==> config.mk <==
export PLATFORM = sky130hd
export DESIGN_NAME = qite_cell
export DESIGN_NICKNAME = d
export VERILOG_FILES = /design/src/hw/rtl/qite_pkg.sv /design/src/hw/rtl/qite_cell.sv
export SDC_FILE = /design/constraint.sdc
export NUM_CORES = 1
export LEC_CHECK = 0
export BUFFER_PORTS_ARGS = -buffer_cell sky130_fd_sc_hd__buf_2
export CAP_MARGIN = 20
export CELL_PAD_IN_SITES_DETAIL_PLACEMENT = 2
export CELL_PAD_IN_SITES_GLOBAL_PLACEMENT = 2
export CORE_ASPECT_RATIO = 2
export CORE_MARGIN = 2
export CORE_UTILIZATION = 28
export CTS_CLUSTER_DIAMETER = 50
export CTS_CLUSTER_SIZE = 20
export DETAILED_ROUTE_END_ITERATION = 16
export PLACE_DENSITY_LB_ADDON = 0.25
export SKIP_CTS_REPAIR_TIMING = 1
export SYNTH_ARGS = -nofsm -noshare
export SYNTH_HDL_FRONTEND = slang
export SYNTH_SLANG_ARGS = --single-unit
==> constraint.sdc <==
create_clock -name clk_i -period 3.55 [get_ports clk_i]
set_input_delay 0.355 -clock clk_i [delete_from_list [all_inputs] [get_ports clk_i]]
set_output_delay 0.355 -clock clk_i [all_outputs]
set_load 0.1 [all_outputs]
==> src/hw/rtl/qite_pkg.sv <==
// Shared types and codes for the quad index table engine.
// Holds the transfer payload structs, command and status codes, and default sizes.
// No dependencies.
package qite_pkg;

  // Default sizes, handed to the top-level parameters
  localparam int DEF_MAX_ENTRIES     = 256;
  localparam int DEF_ATOM_INDEX_BITS = 16;

  // Fixed payload field widths
  localparam int ATOM_FIELD_W  = 16;
  localparam int CMD_FIELD_W   = 2;
  localparam int STAT_FIELD_W  = 2;
  localparam int INDEX_FIELD_W = 8;
  localparam int COUNT_FIELD_W = 9;

  // Command codes
  localparam logic [CMD_FIELD_W-1:0] CMD_FIND   = 2'd0;
  localparam logic [CMD_FIELD_W-1:0] CMD_ADD    = 2'd1;
  localparam logic [CMD_FIELD_W-1:0] CMD_DELETE = 2'd2;
  localparam logic [CMD_FIELD_W-1:0] CMD_PURGE  = 2'd3;

  // Status codes
  localparam logic [STAT_FIELD_W-1:0] STAT_OK        = 2'd0;
  localparam logic [STAT_FIELD_W-1:0] STAT_NOT_FOUND = 2'd1;
  localparam logic [STAT_FIELD_W-1:0] STAT_DUPLICATE = 2'd2;
  localparam logic [STAT_FIELD_W-1:0] STAT_FULL      = 2'd3;

  typedef struct packed {
    logic [CMD_FIELD_W-1:0]  cmd;
    logic [ATOM_FIELD_W-1:0] atom_first;
    logic [ATOM_FIELD_W-1:0] atom_second;
    logic [ATOM_FIELD_W-1:0] atom_third;
    logic [ATOM_FIELD_W-1:0] atom_fourth;
  } in_item_t;

  typedef struct packed {
    logic [STAT_FIELD_W-1:0]  status;
    logic [INDEX_FIELD_W-1:0] entry_index;
    logic [COUNT_FIELD_W-1:0] entry_count;
    logic [COUNT_FIELD_W-1:0] removed;
  } out_item_t;

  // Per-cell control: rotate one step toward slot 0, or load a new tuple
  typedef struct packed {
    logic shift;
    logic load;
  } cell_ctl_t;

endpackage

==> src/hw/rtl/qite_cell.sv <==
// One storage cell of the tuple chain: holds one four-atom tuple.
// Rotates in its neighbor's tuple or loads a new one. Depends on qite_pkg.
module qite_cell import qite_pkg::*; #(
  parameter int TUPLE_W = 4 * DEF_ATOM_INDEX_BITS
) (
  input  logic               clk_i,
  input  cell_ctl_t          ctl_i,
  input  logic [TUPLE_W-1:0] nbr_tuple_i,
  input  logic [TUPLE_W-1:0] load_tuple_i,
  output logic [TUPLE_W-1:0] tuple_o
);

  logic [TUPLE_W-1:0] tuple_q;
  logic [TUPLE_W-1:0] tuple_d;

  // Load wins over shift; the sequencer never asks for both
  always_comb begin
    tuple_d = tuple_q;
    if (ctl_i.load) begin
      tuple_d = load_tuple_i;
    end else if (ctl_i.shift) begin
      tuple_d = nbr_tuple_i;
    end
  end

  always_ff @(posedge clk_i) begin
    tuple_q <= tuple_d;
  end

  assign tuple_o = tuple_q;

endmodule

==> metrics, run 1 <==
routability congestion estimate from global placement 0.736; Most used DFF post-synth edfxtp_1; Root Buffer Master clkbuf_16; FF/Latch Area 1920 sq um; Syn Area/Cell 21.4 sq um; relative slew slack 42.8%; worst min-delay path endpoint tuple_o[33]$_DFFE_PP_; Finished Layout Cells 477; largest net degree at the start of global routing 65; first-pass GRT wire length 13.2 mm; synth unique cells 6; crit path kind flip-flop to output pin; die area 11300 sq um; CP Data Arrival Time 1.12 ns; fillcell total 1010; core footprint 10100 sq um; run status completed; post-synthesis compound-gate area fraction 0%; measured slew at the worst slew-check pin 0.857 ns; Final Hold Viols 0; CP max-delay cell buf_2; Detailed Routing Iterations Pass 1 2; Critical Path Fanout Max 1; top cells by count, synth edfxtp_1, mux2_4, mux2_2, buf_6; total track usage 15.9%; Max Slew Vio Count 0; yosys warns 0; Netlist Area Pre-Place 2910 sq um; Site Rows 52; post-synthesis mux area share 31.1%; FF+latch count, synth 64; initial antenna violation count 0; cts bufs inserted 9; dpl ws 1.53 ns; largest cells by area after synthesis edfxtp_1, mux2_4, mux2_2, buf_6, or2_1; worst path required time 3.19 ns; hold crit path type primary input to flip-flop; post-layout min period 1.47 ns; placed insts 460; Initial Utilization 28.8%; ratio of cells with drive above 1 in the final layout 80.7%; hold path start nbr_tuple_i[33]; number of global-route vias before repair 2393; Hold Path Stages 2; Die Wd 76.0 microns; Multi-input gate area 911 sq um; power density cells 651 nW/um^2; largest family of logic cells by synthesized area multiplexers; fmax 0.680 GHz; Max Cap Viol 0; share of Yosys cell area claimed by the top area cell type 66.1%; CP startpoint kind flip-flop; EDFF count, synth 64; IO Port Bufs 194; TritonCTS clock tree built; WP buf/inv 1; Antenna Nets Post-Route 0; Synth Area in Adders 0%; DR DRC count 0; largest area contributor in the netlist edfxtp_1; antenna cells 0; simple-gate share of the synthesized area 0.215%; final period utilization 41.4%; Largest register FFs 64; Async SR Flop Fraction 0%; Critical Path Sink Type output pin; drt wl/cell 18.3 microns; Post-Syn Nets 267; synthesized instance count 136; routed vias 2033; count leader, synth edfxtp_1; CTS Sinks 64; Clk pin slew, worst setup/hold paths 0.06 ns; # setup viols final 0; RSZ-0062 raised after global routing false; synthesis-to-layout area growth 50.3%; gr ovfl total 0; P_leak 2.07 nW; Via density 4.26; setup TNS 0 ns; Final Worst Setup Slack 2.08 ns; worst path cell trace buf_2; IO Pins 195; Peak VDD IR 0.242 mV; slowest stage delay, CP 0.43 ns; CP delay by family, top buffers and inverters; sequential-to-total area share from yosys stat 66.1%; post-synthesis xor/xnor area fraction 0%; CTS H-tree depth 3; Die Ht 148 microns; clk buf depth 2; drt first-iter violations 69; nets 468; routed wire length 8.72 mm
-- cell families (layout without fill, tap and decap cells) --
kind of cell / count (synthesis) / count (layout)
DFF: 64 / 64
muxes: 64 / 64
buffers and inverters: 7 / 213
and+or+nand+nor: 1 / 1
-- report_power, final --
part,internal (W),total [W],switching [W]
sequential,0.000929,0.000950,0.0000205
clock,0.000679,0.000996,0.000317
combinational,0.000186,0.000898,0.000712
total,0.00179,0.00284,0.00105
-- final cells by class --
cell class / count / area share [%]
clock inverter: 7 / 2.52
tap: 135 / 3.87
clock buffer: 9 / 5.16
multi-input combinational: 65 / 20.9
timing repair buffer: 197 / 23.6
sequential: 64 / 44.0
-- worst max-delay path by stage --
stage,from,to,slack (ns),depth (start not counted)
floorplan,ctl_i[0],tuple_o[0]$_DFFE_PP_,1.02,3
global placement,ctl_i[0],tuple_o[62]$_DFFE_PP_,1.58,3
detailed placement,ctl_i[0],tuple_o[62]$_DFFE_PP_,1.53,3
CTS,ctl_i[0],tuple_o[62]$_DFFE_PP_,1.89,3
global route,ctl_i[1],tuple_o[9]$_DFFE_PP_,2.03,3
finish,tuple_o[31]$_DFFE_PP_,tuple_o[31],2.08,1
-- metal layers --
metal / share of wire, % / GRT usage (%)
met1: 29 / 13.5
met2: 61 / 32.1
met3: 7.3 / 6.31
met4: 2.0 / 6.09
met5: 0 / 0
-- layout by cell type (no fill, tap or decap), types with 2 or more instances in the layout --
cell	n
buf_2	193
buf_4	2
bufinv_16	3
clkbuf_16	9
clkinv_1	2
edfxtp_1	64
mux2_2	15
mux2_4	49
-- per-stage QoR --
stage          utilization, %  hold WS (ns)  instance area, sq um  power [W]
2_1_floorplan               -         0.572                  2910    0.00169
3_3_place_gp             39.7         0.656                  4000    0.00185
3_5_place_dp             39.7         0.659                  4000    0.00187
4_1_cts                  43.0         0.304                  4340    0.00288
5_1_grt                  43.3         0.309                  4370    0.00293
6_report                 43.3         0.319                  4370    0.00284
Note: power is estimated with default switching activity, not from simulation.
==> run 2: changes to the inputs <==
- CORE_UTILIZATION: 28 -> 24
- clock period: 3.55 -> 1.26 ns (I/O delays scaled with it)
==> run 2 against run 1 <==
  * Hold slack lost 0.22 ns
  * Highest routed layer unchanged
  * Sequential cell count is the same
  * Power grew to 2.8 times the previous value
  * Sequential share of layout area shrank 0.89 points
  * Cell area grew 2.1%
  * Global-route usage shrank 1.7 points
  * Critical endpoint is now tuple_o[17]
  * Utilization shrank 5.4 points
  * Critical path type unchanged
  * Non-clock buffer count grew 4
  * Cell count grew 2.9%
  * Die area grew 16%
  * Via count grew 0.93%
  * First-iteration DRC count grew 10%
==> metrics, run 2 (synthesized netlist as in run 1, its figures left out) <==
run status completed (unchanged); post-layout min period 1.22 ns; Via density 4.18 (was 4.26); routability congestion estimate from global placement 0.729 (was 0.736); CP max-delay cell buf_2 (unchanged); first-pass GRT wire length 13.0 mm (was 13.2 mm); DR DRC count 0 (unchanged); measured slew at the worst slew-check pin 0.520 ns (was 0.857 ns); post-DP HPWL 7.53 mm; CP startpoint kind flip-flop (unchanged); TritonCTS clock tree built (unchanged); antenna cells 0 (unchanged); final period utilization 96.5%; Die Wd 81.8 microns (was 76.0 microns); IO Pins 195 (unchanged); die area 13100 sq um (was 11300 sq um); Root Buffer Master clkbuf_16 (unchanged); # setup viols final 0 (unchanged); Design Power 0.00786 W (was 0.00284 W); Multi-input gate area 913 sq um (was 911 sq um); Peak VDD IR 0.779 mV (was 0.242 mV); Stages on worst setup path 1 (unchanged); Final Hold Viols 0 (unchanged); Initial Utilization 24.7% (was 28.8%); Die Ht 160 microns (was 148 microns); WP buf/inv 1 (unchanged); Hold Path Stages 2 (unchanged); CP delay by family, top buffers and inverters (unchanged); fillcell total 1293 (was 1010); Clk pin slew, worst setup/hold paths 0.06 ns (about the same); commonest non-fill, non-tap cell in the layout buf_2 (unchanged); largest net degree at the start of global routing 35 (was 65); fmax 0.823 GHz; worst path required time 1.13 ns (was 3.19 ns); synthesis-to-layout area growth 53.4% (was 50.3%); hold path start nbr_tuple_i[13] (was nbr_tuple_i[33]); crit path kind flip-flop to output pin (unchanged); power density cells 1770 nW/um^2 (was 651 nW/um^2); Antenna Nets Post-Route 0 (unchanged); final design utilization 37.9% (was 43.3%); Int Power 0.00492 W (was 0.00179 W); routed wire length 9.17 mm (was 8.72 mm); combinational share of power 33.0% (was 31.6%); CTS H-tree depth 3 (unchanged); Detailed Routing Iterations Pass 1 3 (was 2); CP Data Arrival Time 1.09 ns (was 1.12 ns); Max Cap Viol 0 (unchanged); IO Port Bufs 194 (unchanged); gr ovfl total 0 (unchanged); slowest stage delay, CP 0.43 ns (about the same); nets 472 (was 468); worst path cell trace buf_2 (unchanged); P_leak 2.10 nW (was 2.07 nW); number of global-route vias before repair 2398 (was 2393); CP startpoint tuple_o[17]$_DFFE_PP_ (was tuple_o[31]$_DFFE_PP_); Critical Path Fanout Max 1 (unchanged); hold crit path type primary input to flip-flop (unchanged); clock power share 33.0% (was 35.0%); Switch Pwr 0.00294 W (was 0.00105 W); RSZ-0062 raised after global routing false (unchanged); most frequent cells in the layout buf_2, edfxtp_1, mux2_4 (unchanged); crit path capture tuple_o[17] (was tuple_o[31]); Max Slew Vio Count 0 (unchanged); cts bufs inserted 9 (unchanged); Reg power frac 34.1% (was 33.4%); drt wl/cell 18.7 microns (was 18.3 microns); core footprint 11800 sq um (was 10100 sq um); Critical Path Sink Type output pin (unchanged); total track usage 14.3% (was 15.9%); relative slew slack 65.6% (was 42.8%); clk buf depth 2 (unchanged); initial antenna violation count 0 (unchanged); switching fraction of total power 37.4% (was 36.9%); FF/Latch Area 1920 sq um (unchanged); drt first-iter violations 76 (was 69); Site Rows 56 (was 52); CTS Sinks 64 (unchanged); ratio of cells with drive above 1 in the final layout 80.3% (was 80.7%); routed vias 2052 (was 2033); Largest register FFs 64 (unchanged)
run 2: power groups by stage:
stage          Combinational (W)  Sequential [W]  Clock (W)
2_1_floorplan           0.000341         0.00443          0
3_5_place_dp             0.00261         0.00273          0
4_1_cts                  0.00261         0.00269    0.00268
6_report                 0.00259         0.00268    0.00259
3_3_place_gp             0.00258         0.00271          0
5_1_grt                  0.00267         0.00270    0.00276
run 2: worst min-delay path by stage:
stage and endpoint:
3_5_place_dp tuple_o[39]$_DFFE_PP_, 2_1_floorplan tuple_o[12]$_DFFE_PP_, 4_1_cts tuple_o[14]$_DFFE_PP_, 3_3_place_gp tuple_o[48]$_DFFE_PP_, 6_report tuple_o[13]$_DFFE_PP_, 5_1_grt tuple_o[34]$_DFFE_PP_
run 2: cell type report:
cell class | instances | share of cell area (%)
multi-input combinational | 65 | 20.5
clock inverter | 4 | 1.54
sequential | 64 | 43.1
timing repair buffer | 201 | 25.4
clock buffer | 12 | 5.31
tap | 145 | 4.07
run 2: metal layers:
metal	vias to the layer above	share of wire [%]	GRT usage, %	wire length [microns]
li1	942	-	-	-
met1	991	26	10.4	2390
met2	109	64	29.9	5880
met3	10	7.7	4.31	707
met4	0	2.1	6.21	192
met5	-	0	0	0
run 2: through the flow:
| stage | cells | TNS [ns] | hold slack [ns] | area (sq um) | worst slack, ns |
|---|---|---|---|---|---|
| global route | 491 | 0 | 0.0831 | 4460 | 0.0000976 |
| floorplan | 136 | -2.05 | 0.343 | 2930 | -0.0320 |
| CTS | 491 | -0.0129 | 0.0806 | 4440 | -0.00831 |
| detailed placement | 475 | -0.105 | 0.431 | 4140 | -0.0167 |
| finish | 491 | 0 | 0.0974 | 4460 | 0.0444 |
| global placement | 475 | 0 | 0.426 | 4140 | 0.00876 |
