**config.mk**
```make
export PLATFORM = sky130hd
export DESIGN_NAME = qite_ctrl
export DESIGN_NICKNAME = d
export VERILOG_FILES = /design/src/hw/rtl/qite_pkg.sv /design/src/hw/rtl/qite_ctrl.sv
export SDC_FILE = /design/constraint.sdc
export NUM_CORES = 1
export LEC_CHECK = 0
export ABC_AREA = 1
export BUFFER_PORTS_ARGS = -buffer_cell sky130_fd_sc_hd__buf_4
export CORE_ASPECT_RATIO = 0.8
export CORE_MARGIN = 2
export CORE_UTILIZATION = 35
export DETAILED_ROUTE_END_ITERATION = 10
export GPL_TIMING_DRIVEN = 0
export PLACE_DENSITY = 0.56
export REMOVE_ABC_BUFFERS = 1
export SLEW_MARGIN = 10
export SYNTH_ARGS = -nofsm -noshare
export SYNTH_HDL_FRONTEND = slang
export SYNTH_SLANG_ARGS = --single-unit
```
**constraint.sdc**
```tcl
create_clock -name clk_i -period 12.2 [get_ports clk_i]
set_clock_uncertainty 0.2 [all_clocks]
set_input_delay 0.61 -clock clk_i [delete_from_list [all_inputs] [get_ports clk_i]]
set_output_delay 0.61 -clock clk_i [all_outputs]
set_load 0.1 [all_outputs]
```
**src/hw/rtl/qite_pkg.sv**
```systemverilog
// Shared types and codes for the quad index table engine.
// Holds the transfer payload structs, command and status codes, and default sizes.
// No dependencies.
package qite_pkg;

  // Default sizes, handed to the top-level parameters
  localparam int DEF_MAX_ENTRIES     = 256;
  localparam int DEF_ATOM_INDEX_BITS = 16;

  // Fixed payload field widths
  localparam int ATOM_FIELD_W  = 16;
  localparam int CMD_FIELD_W   = 2;
  localparam int STAT_FIELD_W  = 2;
  localparam int INDEX_FIELD_W = 8;
  localparam int COUNT_FIELD_W = 9;

  // Command codes
  localparam logic [CMD_FIELD_W-1:0] CMD_FIND   = 2'd0;
  localparam logic [CMD_FIELD_W-1:0] CMD_ADD    = 2'd1;
  localparam logic [CMD_FIELD_W-1:0] CMD_DELETE = 2'd2;
  localparam logic [CMD_FIELD_W-1:0] CMD_PURGE  = 2'd3;

  // Status codes
  localparam logic [STAT_FIELD_W-1:0] STAT_OK        = 2'd0;
  localparam logic [STAT_FIELD_W-1:0] STAT_NOT_FOUND = 2'd1;
  localparam logic [STAT_FIELD_W-1:0] STAT_DUPLICATE = 2'd2;
  localparam logic [STAT_FIELD_W-1:0] STAT_FULL      = 2'd3;

  typedef struct packed {
    logic [CMD_FIELD_W-1:0]  cmd;
    logic [ATOM_FIELD_W-1:0] atom_first;
    logic [ATOM_FIELD_W-1:0] atom_second;
    logic [ATOM_FIELD_W-1:0] atom_third;
    logic [ATOM_FIELD_W-1:0] atom_fourth;
  } in_item_t;

  typedef struct packed {
    logic [STAT_FIELD_W-1:0]  status;
    logic [INDEX_FIELD_W-1:0] entry_index;
    logic [COUNT_FIELD_W-1:0] entry_count;
    logic [COUNT_FIELD_W-1:0] removed;
  } out_item_t;

  // Per-cell control: rotate one step toward slot 0, or load a new tuple
  typedef struct packed {
    logic shift;
    logic load;
  } cell_ctl_t;

endpackage

```
**src/hw/rtl/qite_ctrl.sv**
```systemverilog
// Command sequencer of the quad index table engine: scans the rotating chain
// at its head cell, applies find, add, delete and purge, and holds the result register.
// Depends on qite_pkg.
module qite_ctrl import qite_pkg::*; #(
  parameter  int MAX_ENTRIES     = DEF_MAX_ENTRIES,
  parameter  int ATOM_INDEX_BITS = DEF_ATOM_INDEX_BITS,
  localparam int IDX_W   = (MAX_ENTRIES > 1) ? $clog2(MAX_ENTRIES) : 1,
  localparam int CNT_W   = $clog2(MAX_ENTRIES + 1),
  localparam int TUPLE_W = 4 * ATOM_INDEX_BITS
) (
  input  logic               clk_i,
  input  logic               rst_ni,
  input  logic               in_valid_i,
  output logic               in_stall_o,
  input  in_item_t           in_item_i,
  output logic               out_valid_o,
  input  logic               out_stall_i,
  output out_item_t          out_item_o,
  input  logic [TUPLE_W-1:0] head_tuple_i,
  output cell_ctl_t          chain_ctl_o,
  output logic [IDX_W-1:0]   load_slot_o,
  output logic [TUPLE_W-1:0] load_tuple_o,
  output logic [CNT_W-1:0]   fill_o
);

  localparam int A = ATOM_INDEX_BITS;

  localparam logic [1:0] ST_IDLE   = 2'd0;
  localparam logic [1:0] ST_SCAN   = 2'd1;
  localparam logic [1:0] ST_APPLY  = 2'd2;
  localparam logic [1:0] ST_FINISH = 2'd3;

  localparam logic [IDX_W-1:0] LAST_STEP = IDX_W'(MAX_ENTRIES - 1);
  localparam logic [CNT_W-1:0] FULL_CNT  = CNT_W'(MAX_ENTRIES);
  localparam logic [CNT_W-1:0] ONE_CNT   = CNT_W'(1);

  logic [1:0]              state_q, state_d;
  logic [CNT_W-1:0]        fill_q, fill_d;
  logic                    out_valid_q, out_valid_d;
  out_item_t               out_item_q, out_item_d;
  logic [IDX_W-1:0]        cnt_q, cnt_d;
  logic [CMD_FIELD_W-1:0]  cmd_q, cmd_d;
  logic [TUPLE_W-1:0]      query_q, query_d;
  logic                    hit_q, hit_d;
  logic [IDX_W-1:0]        hit_idx_q, hit_idx_d;
  logic [TUPLE_W-1:0]      last_q, last_d;
  logic [CNT_W-1:0]        removed_q, removed_d;
  logic [STAT_FIELD_W-1:0] status_q, status_d;
  logic [IDX_W-1:0]        index_q, index_d;

  logic [A-1:0]       q0, q1, q2, q3;
  logic [A-1:0]       h0, h1, h2, h3;
  logic [TUPLE_W-1:0] rev_query;
  logic               tuple_eq;
  logic               has_atom;
  logic               slot_match;
  logic               in_range;
  logic               at_last;
  logic               hit_at_last;

  // Split query and head tuple into atoms (atom 0 in the low bits)
  assign q0 = query_q[0*A +: A];
  assign q1 = query_q[1*A +: A];
  assign q2 = query_q[2*A +: A];
  assign q3 = query_q[3*A +: A];
  assign h0 = head_tuple_i[0*A +: A];
  assign h1 = head_tuple_i[1*A +: A];
  assign h2 = head_tuple_i[2*A +: A];
  assign h3 = head_tuple_i[3*A +: A];

  // Compare the head slot against the query, forward or reversed; a purge matches on the first atom
  assign rev_query  = {q0, q1, q2, q3};
  assign tuple_eq   = (head_tuple_i == query_q) || (head_tuple_i == rev_query);
  assign has_atom   = (h0 == q0) || (h1 == q0) || (h2 == q0) || (h3 == q0);
  assign slot_match = (cmd_q == CMD_PURGE) ? has_atom : tuple_eq;

  assign in_range    = CNT_W'(cnt_q) < fill_q;
  assign at_last     = CNT_W'(cnt_q) == (fill_q - ONE_CNT);
  assign hit_at_last = CNT_W'(hit_idx_q) == (fill_q - ONE_CNT);

  always_comb begin
    state_d      = state_q;
    fill_d       = fill_q;
    out_valid_d  = out_valid_q;
    out_item_d   = out_item_q;
    cnt_d        = cnt_q;
    cmd_d        = cmd_q;
    query_d      = query_q;
    hit_d        = hit_q;
    hit_idx_d    = hit_idx_q;
    last_d       = last_q;
    removed_d    = removed_q;
    status_d     = status_q;
    index_d      = index_q;
    chain_ctl_o  = '0;
    load_slot_o  = hit_idx_q;
    load_tuple_o = last_q;

    // Drop the result once its transfer completes
    if (out_valid_q && !out_stall_i) begin
      out_valid_d = 1'b0;
    end

    case (state_q)
      ST_IDLE: begin
        if (in_valid_i) begin
          cmd_d     = in_item_i.cmd;
          query_d   = {A'(in_item_i.atom_fourth), A'(in_item_i.atom_third),
                       A'(in_item_i.atom_second), A'(in_item_i.atom_first)};
          cnt_d     = '0;
          hit_d     = 1'b0;
          hit_idx_d = '0;
          removed_d = '0;
          state_d   = ST_SCAN;
        end
      end

      // Rotate the whole chain once; slot cnt_q sits in the head cell
      ST_SCAN: begin
        chain_ctl_o.shift = 1'b1;
        if (in_range && slot_match && !hit_q) begin
          hit_d     = 1'b1;
          hit_idx_d = cnt_q;
        end
        if (in_range && at_last) begin
          last_d = head_tuple_i;
        end
        if (cnt_q == LAST_STEP) begin
          state_d = ST_APPLY;
        end else begin
          cnt_d = cnt_q + IDX_W'(1);
        end
      end

      ST_APPLY: begin
        status_d = STAT_OK;
        index_d  = '0;
        state_d  = ST_FINISH;
        case (cmd_q)
          CMD_FIND: begin
            if (hit_q) begin
              index_d = hit_idx_q;
            end else begin
              status_d = STAT_NOT_FOUND;
            end
          end
          CMD_ADD: begin
            if (hit_q) begin
              status_d = STAT_DUPLICATE;
              index_d  = hit_idx_q;
            end else if (fill_q == FULL_CNT) begin
              status_d = STAT_FULL;
            end else begin
              chain_ctl_o.load = 1'b1;
              load_slot_o      = IDX_W'(fill_q);
              load_tuple_o     = query_q;
              index_d          = IDX_W'(fill_q);
              fill_d           = fill_q + ONE_CNT;
            end
          end
          CMD_DELETE: begin
            if (hit_q) begin
              chain_ctl_o.load = !hit_at_last;
              index_d          = hit_idx_q;
              fill_d           = fill_q - ONE_CNT;
              removed_d        = ONE_CNT;
            end else begin
              status_d = STAT_NOT_FOUND;
            end
          end
          default: begin
            // Purge: move the last entry into the hit slot, then rescan
            if (hit_q) begin
              chain_ctl_o.load = !hit_at_last;
              fill_d           = fill_q - ONE_CNT;
              removed_d        = removed_q + ONE_CNT;
              cnt_d            = '0;
              hit_d            = 1'b0;
              state_d          = ST_SCAN;
            end
          end
        endcase
      end

      // Hand the result over once the output register is free
      ST_FINISH: begin
        if (!out_valid_q || !out_stall_i) begin
          out_valid_d            = 1'b1;
          out_item_d.status      = status_q;
          out_item_d.entry_index = INDEX_FIELD_W'(index_q);
          out_item_d.entry_count = COUNT_FIELD_W'(fill_q);
          out_item_d.removed     = COUNT_FIELD_W'(removed_q);
          state_d                = ST_IDLE;
        end
      end

      default: begin
        state_d = ST_IDLE;
      end
    endcase
  end

  // Control state
  always_ff @(posedge clk_i or negedge rst_ni) begin
    if (!rst_ni) begin
      state_q     <= ST_IDLE;
      fill_q      <= '0;
      out_valid_q <= 1'b0;
    end else begin
      state_q     <= state_d;
      fill_q      <= fill_d;
      out_valid_q <= out_valid_d;
    end
  end

  // Working payload registers
  always_ff @(posedge clk_i) begin
    out_item_q <= out_item_d;
    cnt_q      <= cnt_d;
    cmd_q      <= cmd_d;
    query_q    <= query_d;
    hit_q      <= hit_d;
    hit_idx_q  <= hit_idx_d;
    last_q     <= last_d;
    removed_q  <= removed_d;
    status_q   <= status_d;
    index_q    <= index_d;
  end

  assign in_stall_o  = (state_q != ST_IDLE);
  assign out_valid_o = out_valid_q;
  assign out_item_o  = out_item_q;
  assign fill_o      = fill_q;

endmodule

```
==> impl_metrics.csv, run 1 <==
group,metric,value,unit
cts,insertion_delay,520,ps
critical_path,cp_max_fo,63,
run,cap_violations,0,
logic_synthesis,synth_top_family_by_area,"simple AND/OR/NAND/NOR gates",
floorplan,dieArea,33600,um^2
sta,tightest_slew,1050,ps
sta,rsz0062_at_grt,"no",
layout,finalNetCount,1698,
global_routing,grt_first_pass_wirelength,48.9,mm
sta,max-slew-margin-rel,29.5,%
pwr,leakage,6.73,nW
cts,cts_buffer_depth,3,
sta,fin_crit_sh,37.0,%
critical_path,cp-start-kind,"flop",
pwr,vdd_drop_max,0.124,mV
logic_synthesis,synth_flop_cell,"edfxtp_1",
route,remaining_drc_errors,0,
pwr,clkPwrFrac,24.8,%
cts,cts_tree,"built",
sta,finalHoldViolCount,0,
sta,fin_tns_setup,0,ps
route,vias,8998,
layout,design_area,14400,um^2
sta,slew_violations,0,
logic_synthesis,synth.ff_latch_count,206,
pwr,powerDensity,211,nW/um^2
layout,drive_gt1_share,20.5,%
pwr,p_sw,1.33,mW
floorplan,fp.dieH,164,um
cts,htree_num_levels,1,
sta,setup_viol,0,
pwr,p_comb_share,39.8,%
cts,cts_sinks,206,
global_routing,antenna_found_initial,1,
logic_synthesis,synth_seq_area_share,54.4,%
sta,fmax,222,MHz
logic_synthesis,synth_cells,1294,
placed_design,place_area,13600,um^2
critical_path,cp_data_required_time,11390,ps
placed_design,portBuffers,246,
pwr,cellInternalPower,1.72,mW
floorplan,rows,58,
route,firstDrtPassIters,5,
global_routing,grt_usage,19.1,%
cts,cts-root-buf,"clkbuf_16",
layout,fin_cells,1990,
floorplan,dieWidth,204,um
sta,fin_crit,4510,ps
floorplan,ios,247,
pwr,p_seq_share,35.4,%
layout,final_cell_mix,"nand2_1 (468), buf_4 (247), edfxtp_1 (194), inv_1 (163), nor2_1 (136)",
min_path,hold_class,"in -> reg",
logic_synthesis,yosys_warnings,0,
floorplan,fp.coreArea,31600,um^2
logic_synthesis,netlist_area,11300,um^2
pwr,p_sw_share,43.6,%
critical_path,crit_type,"reg -> out",
cts,cts_buffers,25,
layout,area_growth,28.2,%
pwr,power.total,3.05,mW
floorplan,initial_core_util,35.6,%
critical_path,end_kind,"primary output",
logic_synthesis,synth_cell_types,41,
logic_synthesis,synthXorXnorAreaFrac,6.54,%
route,antenna_left,0,
placed_design,dp_cells,1944,
route,vias_per_cell,4.52,
logic_synthesis,synth_mux_area_share,0.667,%
logic_synthesis,async_flop_share,5.83,%
global_routing,grt_max_degree,64,
route,wl_per_cell,16.1,um
logic_synthesis,synth_fa_ha_area_share,1.33,%
logic_synthesis,synthSimpleGateAreaFrac,23.4,%
global_routing,gr-total-overflow,0,
sta,setup_slack,7690,ps
route,wirelength,32.1,mm
layout,layout_commonest_cell,"nand2_1",
logic_synthesis,syn_area_per_cell,8.70,um^2
cts,path_clk_slew,60,ps
logic_synthesis,synth_compound_area_share,5.96,%
placed_design,preCtsSetupSlack,8260,ps
route,drt_iter0_drc,502,
status,status,"finished, final reports clean",
critical_path,critPathArrivalTime,3700,ps
logic_synthesis,synth_edf_count,194,
global_routing,grt_pass1_vias,8426,
cts,cts_setup_buffers,0,
placed_design,gp_congestion,0.884,
placed_design,hpwlAfterDp,24.8,mm
## state kept, by name (all words and copies together), names as in the netlist
register,flops
removed_q,9
status_q,2
hit_q,1
query_q,64
out_valid_o,1
fill_o,9
index_q,8
cnt_q,8
out_item_o,28
cmd_q,2
state_q,2
last_q,64
hit_idx_q,8
## power by group through the flow
stage	Combinational [mW]	Clock, mW	Sequential (mW)
after floorplan	0.662	0	1.30
after global placement	1.18	0	1.10
after detailed placement	1.21	0	1.09
after CTS	1.22	0.771	1.08
after global routing	1.32	0.802	1.10
final	1.21	0.754	1.08
## repair_timing
| action | CTS | global route |
|---|---|---|
| hold endpoints to repair | 12 | 0 |
| gates resized for setup | 0 | 0 |
| hold buffers | 1 | 0 |
| endpoints found under the setup margin | 0 | 0 |
## per-stage QoR
stage                     hold slack [ps]  util (%)
after floorplan                       114         -
after global placement                203      42.5
after detailed placement              205      43.1
after CTS                            33.1      45.7
after global routing                 29.5      45.7
final                                55.1      45.7
## synth_stat cells (3+ instances only)
| cell | instances | area (um^2) |
|---|---|---|
| ha_1 | 12 | 150 |
| nor2_1 | 139 | 522 |
| nor3b_1 | 3 | 22.5 |
| xor2_1 | 79 | 692 |
| inv_1 | 163 | 612 |
| nor3_1 | 14 | 70.1 |
| mux2_4 | 5 | 75.1 |
| edfxtp_1 | 194 | 5830 |
| nor2_2 | 3 | 18.8 |
| a31oi_1 | 3 | 18.8 |
| nand3_2 | 3 | 30.0 |
| o21ai_1 | 59 | 295 |
| nand2_1 | 468 | 1760 |
| xnor2_1 | 5 | 43.8 |
| nand4_1 | 3 | 18.8 |
| a21oi_1 | 28 | 140 |
| o21ai_0 | 27 | 135 |
| buf_2 | 4 | 20.0 |
| nand3_1 | 19 | 95.1 |
| inv_2 | 7 | 26.3 |
| buf_6 | 14 | 158 |
| dfrtp_1 | 12 | 300 |
## routing by layer
metal | GRT usage (%) | vias to the layer above | part of all wire (%)
met1 | 28.9 | 4078 | 49
li1 | - | 4651 | -
met2 | 28.0 | 223 | 42
met3 | 3.24 | 46 | 5.7
met4 | 5.17 | 0 | 2.4
met5 | 0 | - | 0
## critical path: stages (launching register included)
cell      delay (ps)
edfxtp_1         520
inv_1            100
nor2_1           800
nand3_4          460
buf_16           340
buf_16           230
o21ai_0          300
buf_4            350
## layout make-up
class                   instances  area, um^2
clock buffers                  27         633
diodes                          1        2.50
well taps                     420         526
fillers                      3067       17100
clock inverters                17         184
flip-flops and latches        206        6130
inverters                     174         658
multi-input cells             891        4290
repair buffers                254        2010
## path summary, 6_finish.rpt
check,start,to,slack (ps),cells after the start
min reg2reg,status_q[0]$_DFFE_PP_,out_item_o[26]$_DFFE_PP_,220,0
min,in_item_i[0],query_q[48]$_DFFE_PP_,60,1
max reg2reg,fill_o[0]$_DFFE_PN0P_,last_q[24]$_DFFE_PP_,8440,11
max in group asynchronous,rst_ni,fill_o[4]$_DFFE_PN0P_,11360,2
max,cmd_q[0]$_DFFE_PP_,load_tuple_o[62],7690,7
min in group asynchronous,rst_ni,state_q[1]$_DFFE_PN0P_,270,2
## cell families (layout without fill, tap and decap cells)
group	after synthesis	count (layout)
simple gates	662	662
flops	206	206
buf+inv	197	472
compound gates	128	128
xor+xnor	84	84
fa+ha+maj	12	12
mux	5	5
other cells	0	1
Power figures use the tool's default switching activity.
==> run 2: changes to the inputs <==
--- a/config.mk
+++ b/config.mk
@@ -5,7 +5,7 @@
 export SDC_FILE = /design/constraint.sdc
 export NUM_CORES = 1
 export LEC_CHECK = 0
-export ABC_AREA = 1
+export ABC_AREA = 0
 export BUFFER_PORTS_ARGS = -buffer_cell sky130_fd_sc_hd__buf_4
 export CORE_ASPECT_RATIO = 0.8
 export CORE_MARGIN = 2
==> constraint.sdc (replaced) <==
create_clock -name clk_i -period 4.3 [get_ports clk_i]
set_clock_uncertainty 0.2 [all_clocks]
set_input_delay 0.215 -clock clk_i [delete_from_list [all_inputs] [get_ports clk_i]]
set_output_delay 0.215 -clock clk_i [all_outputs]
set_load 0.1 [all_outputs]
==> impl_metrics.csv, run 2 <==
group,metric,value,unit
run,cap_violations,0,
logic_synthesis,async_flop_share,5.83,%
route,wl_met2,14.4,mm
layout,fin_cells,1526,
logic_synthesis,synth_seq_area_share,59.9,%
placed_design,place_area,12600,um^2
layout,final_cell_mix,"buf_4 (249), edfxtp_1 (194), xor2_1 (173), dlygate4sd3_1 (134), mux2_2 (65)",
logic_synthesis,yosys_warnings,0,
critical_path,cp_max_fo,13,
logic_synthesis,syn_area_per_cell,13.5,um^2
critical_path,path_depth,8,
logic_synthesis,synth.ff_latch_count,206,
critical_path,crit_type,"reg -> out",
status,status,"finished, final reports clean",
cts,cts-root-buf,"clkbuf_16",
min_path,hold_class,"in -> reg",
critical_path,critPathArrivalTime,3550,ps
pwr,power.total,8.42,mW
logic_synthesis,netlist.top_cell.by_area,"edfxtp_1",
critical_path,cp-start-kind,"flop",
logic_synthesis,synth_cell_types,42,
logic_synthesis,synth_cells,757,
route,wl_met3,2.16,mm
sta,fin_crit_sh,92.1,%
layout,diodes,0,
layout,area_growth,44.0,%
route,vias,7641,
route,wirelength,33.6,mm
global_routing,gr-total-overflow,0,
route,drt-met1-wl,16.5,mm
logic_synthesis,synth_top_area_share,57.0,%
route,remaining_drc_errors,0,
global_routing,grt_max_degree,45,
layout,layout_commonest_cell,"buf_4",
logic_synthesis,synth_edf_count,194,
cts,insertion_delay,510,ps
global_routing,antenna_found_initial,0,
sta,max-slew-margin-rel,28.7,%
sta,slew_violations,0,
critical_path,end_kind,"primary output",
cts,cts_sinks,206,
route,vias_per_cell,5.01,
global_routing,grt_usage,21.5,%
pwr,leakage,5.71,nW
cts,cts_buffer_depth,3,
logic_synthesis,yosys-top-cells-count,"edfxtp_1 (194), xor2_1 (173), mux2_2 (65)",
route,firstDrtPassIters,5,
critical_path,crit_chain,"inv_1 -> ha_1 -> nor2b_1 -> a41oi_4 -> nand3_4 -> and2_1 -> a21oi_1 -> buf_4",
critical_path,critPathSlowestCell,"dfrtp_1",
floorplan,dieWidth,195,um
layout,design_area,14700,um^2
route,drt_iter0_drc,554,
critical_path,cp_data_required_time,3880,ps
sta,tightest_slew,1060,ps
sta,whs,218,ps
placed_design,dp_cells,1347,
cts,path_clk_slew,60,ps
route,antenna_left,0,
floorplan,dieArea,30600,um^2
placed_design,hpwlAfterDp,24.3,mm
route,routed.top_layer,"met4",
global_routing,grt_pass1_vias,7813,
layout,drive_gt1_share,31.7,%
floorplan,initial_core_util,35.9,%
floorplan,fp.dieH,157,um
cts,cts_buffers,23,
critical_path,critPathBufInv,2,
placed_design,gp_congestion,0.900,
cts,htree_num_levels,1,
placed_design,portBuffers,246,
logic_synthesis,netlist_area,10200,um^2
critical_path,slowest_delay,640,ps
route,wl_per_cell,22.0,um
floorplan,ios,247,
logic_synthesis,synth_flop_cell,"edfxtp_1",
sta,finalHoldViolCount,0,
global_routing,grt_first_pass_wirelength,49.2,mm
floorplan,rows,55,
layout,finalNetCount,1287,
sta,setup_viol,0,
min_path,whs_path_depth,2,
sta,fin_crit,3960,ps
pwr,vdd_drop_max,0.730,mV
critical_path,ff2ff_path_depth,11,
critical_path,crit_family,"simple AND/OR/NAND/NOR gates",
pwr,powerDensity,572,nW/um^2
sta,rsz0062_at_grt,"no",
floorplan,fp.coreArea,28500,um^2
logic_synthesis,synth_most_common_cell,"edfxtp_1",
logic_synthesis,synthTopCellsByArea,"edfxtp_1 (57%), xor2_1 (15%), mux2_2 (7.2%), dfrtp_1 (2.9%), nor4_1 (2.9%)",
layout,fin_util,51.7,%
sta,fmax,252,MHz
cts,cts_tree,"built",
run 2: metrics by stage:
stage          setup TNS (ps)  worst slack [ps]
2_1_floorplan         -269330             -2850
3_3_place_gp          -545730             -5190
3_5_place_dp                0               293
4_1_cts                     0              3.66
5_1_grt                     0               117
6_report                    0               339
run 2: report_power, final:
| part | switching, mW | internal (mW) |
|---|---|---|
| sequential | 0.454 | 2.69 |
| combinational | 2.34 | 0.979 |
| clock | 0.805 | 1.15 |
| total | 3.60 | 4.82 |
run 2: final timing paths:
kind,start,end,slack (ps)
min reg2reg,status_q[0]$_DFFE_PP_,out_item_o[26]$_DFFE_PP_,220
min in group asynchronous,rst_ni,out_valid_o$_DFF_PN0_,620
max in group asynchronous,rst_ni,state_q[1]$_DFFE_PN0P_,2860
min,in_item_i[4],query_q[52]$_DFFE_PP_,220
max,fill_o[0]$_DFFE_PN0P_,chain_ctl_o[0],340
max reg2reg,fill_o[1]$_DFFE_PN0P_,last_q[41]$_DFFE_PP_,350
run 2: area by class of cell:
class                   count  area [um^2]
clock buffers              25          583
repair buffers            392         3360
inverters                  12         47.5
flip-flops and latches    206         6130
multi-input cells         506         4000
fillers                  2495        13800
clock inverters            15          143
well taps                 370          463
run 2: cell families after synthesis:
| kind of cell | after synthesis | synth area share (%) |
|---|---|---|
| compound gates | 47 | 2.92 |
| xor+xnor | 202 | 17.3 |
| fa+ha+maj | 12 | 1.47 |
| buf+inv | 47 | 1.85 |
| flops | 206 | 59.9 |
| mux | 65 | 7.16 |
| simple gates | 178 | 9.42 |
run 2: what timing repair did:
item	4_1_cts	5_1_grt
endpoints found under the hold margin	150	0
pin swaps	0	1
setup endpoints to repair	34	54
gates cloned	1	1
hold buffers	134	0
gates resized for setup	3	1
setup buffers	0	3
run 2: routing by layer:
metal / vias to the layer above / global-route usage (%)
met5: - / 0
met1: 3796 / 32.9
met3: 34 / 3.28
met2: 276 / 32.2
li1: 3535 / -
met4: 0 / 4.83
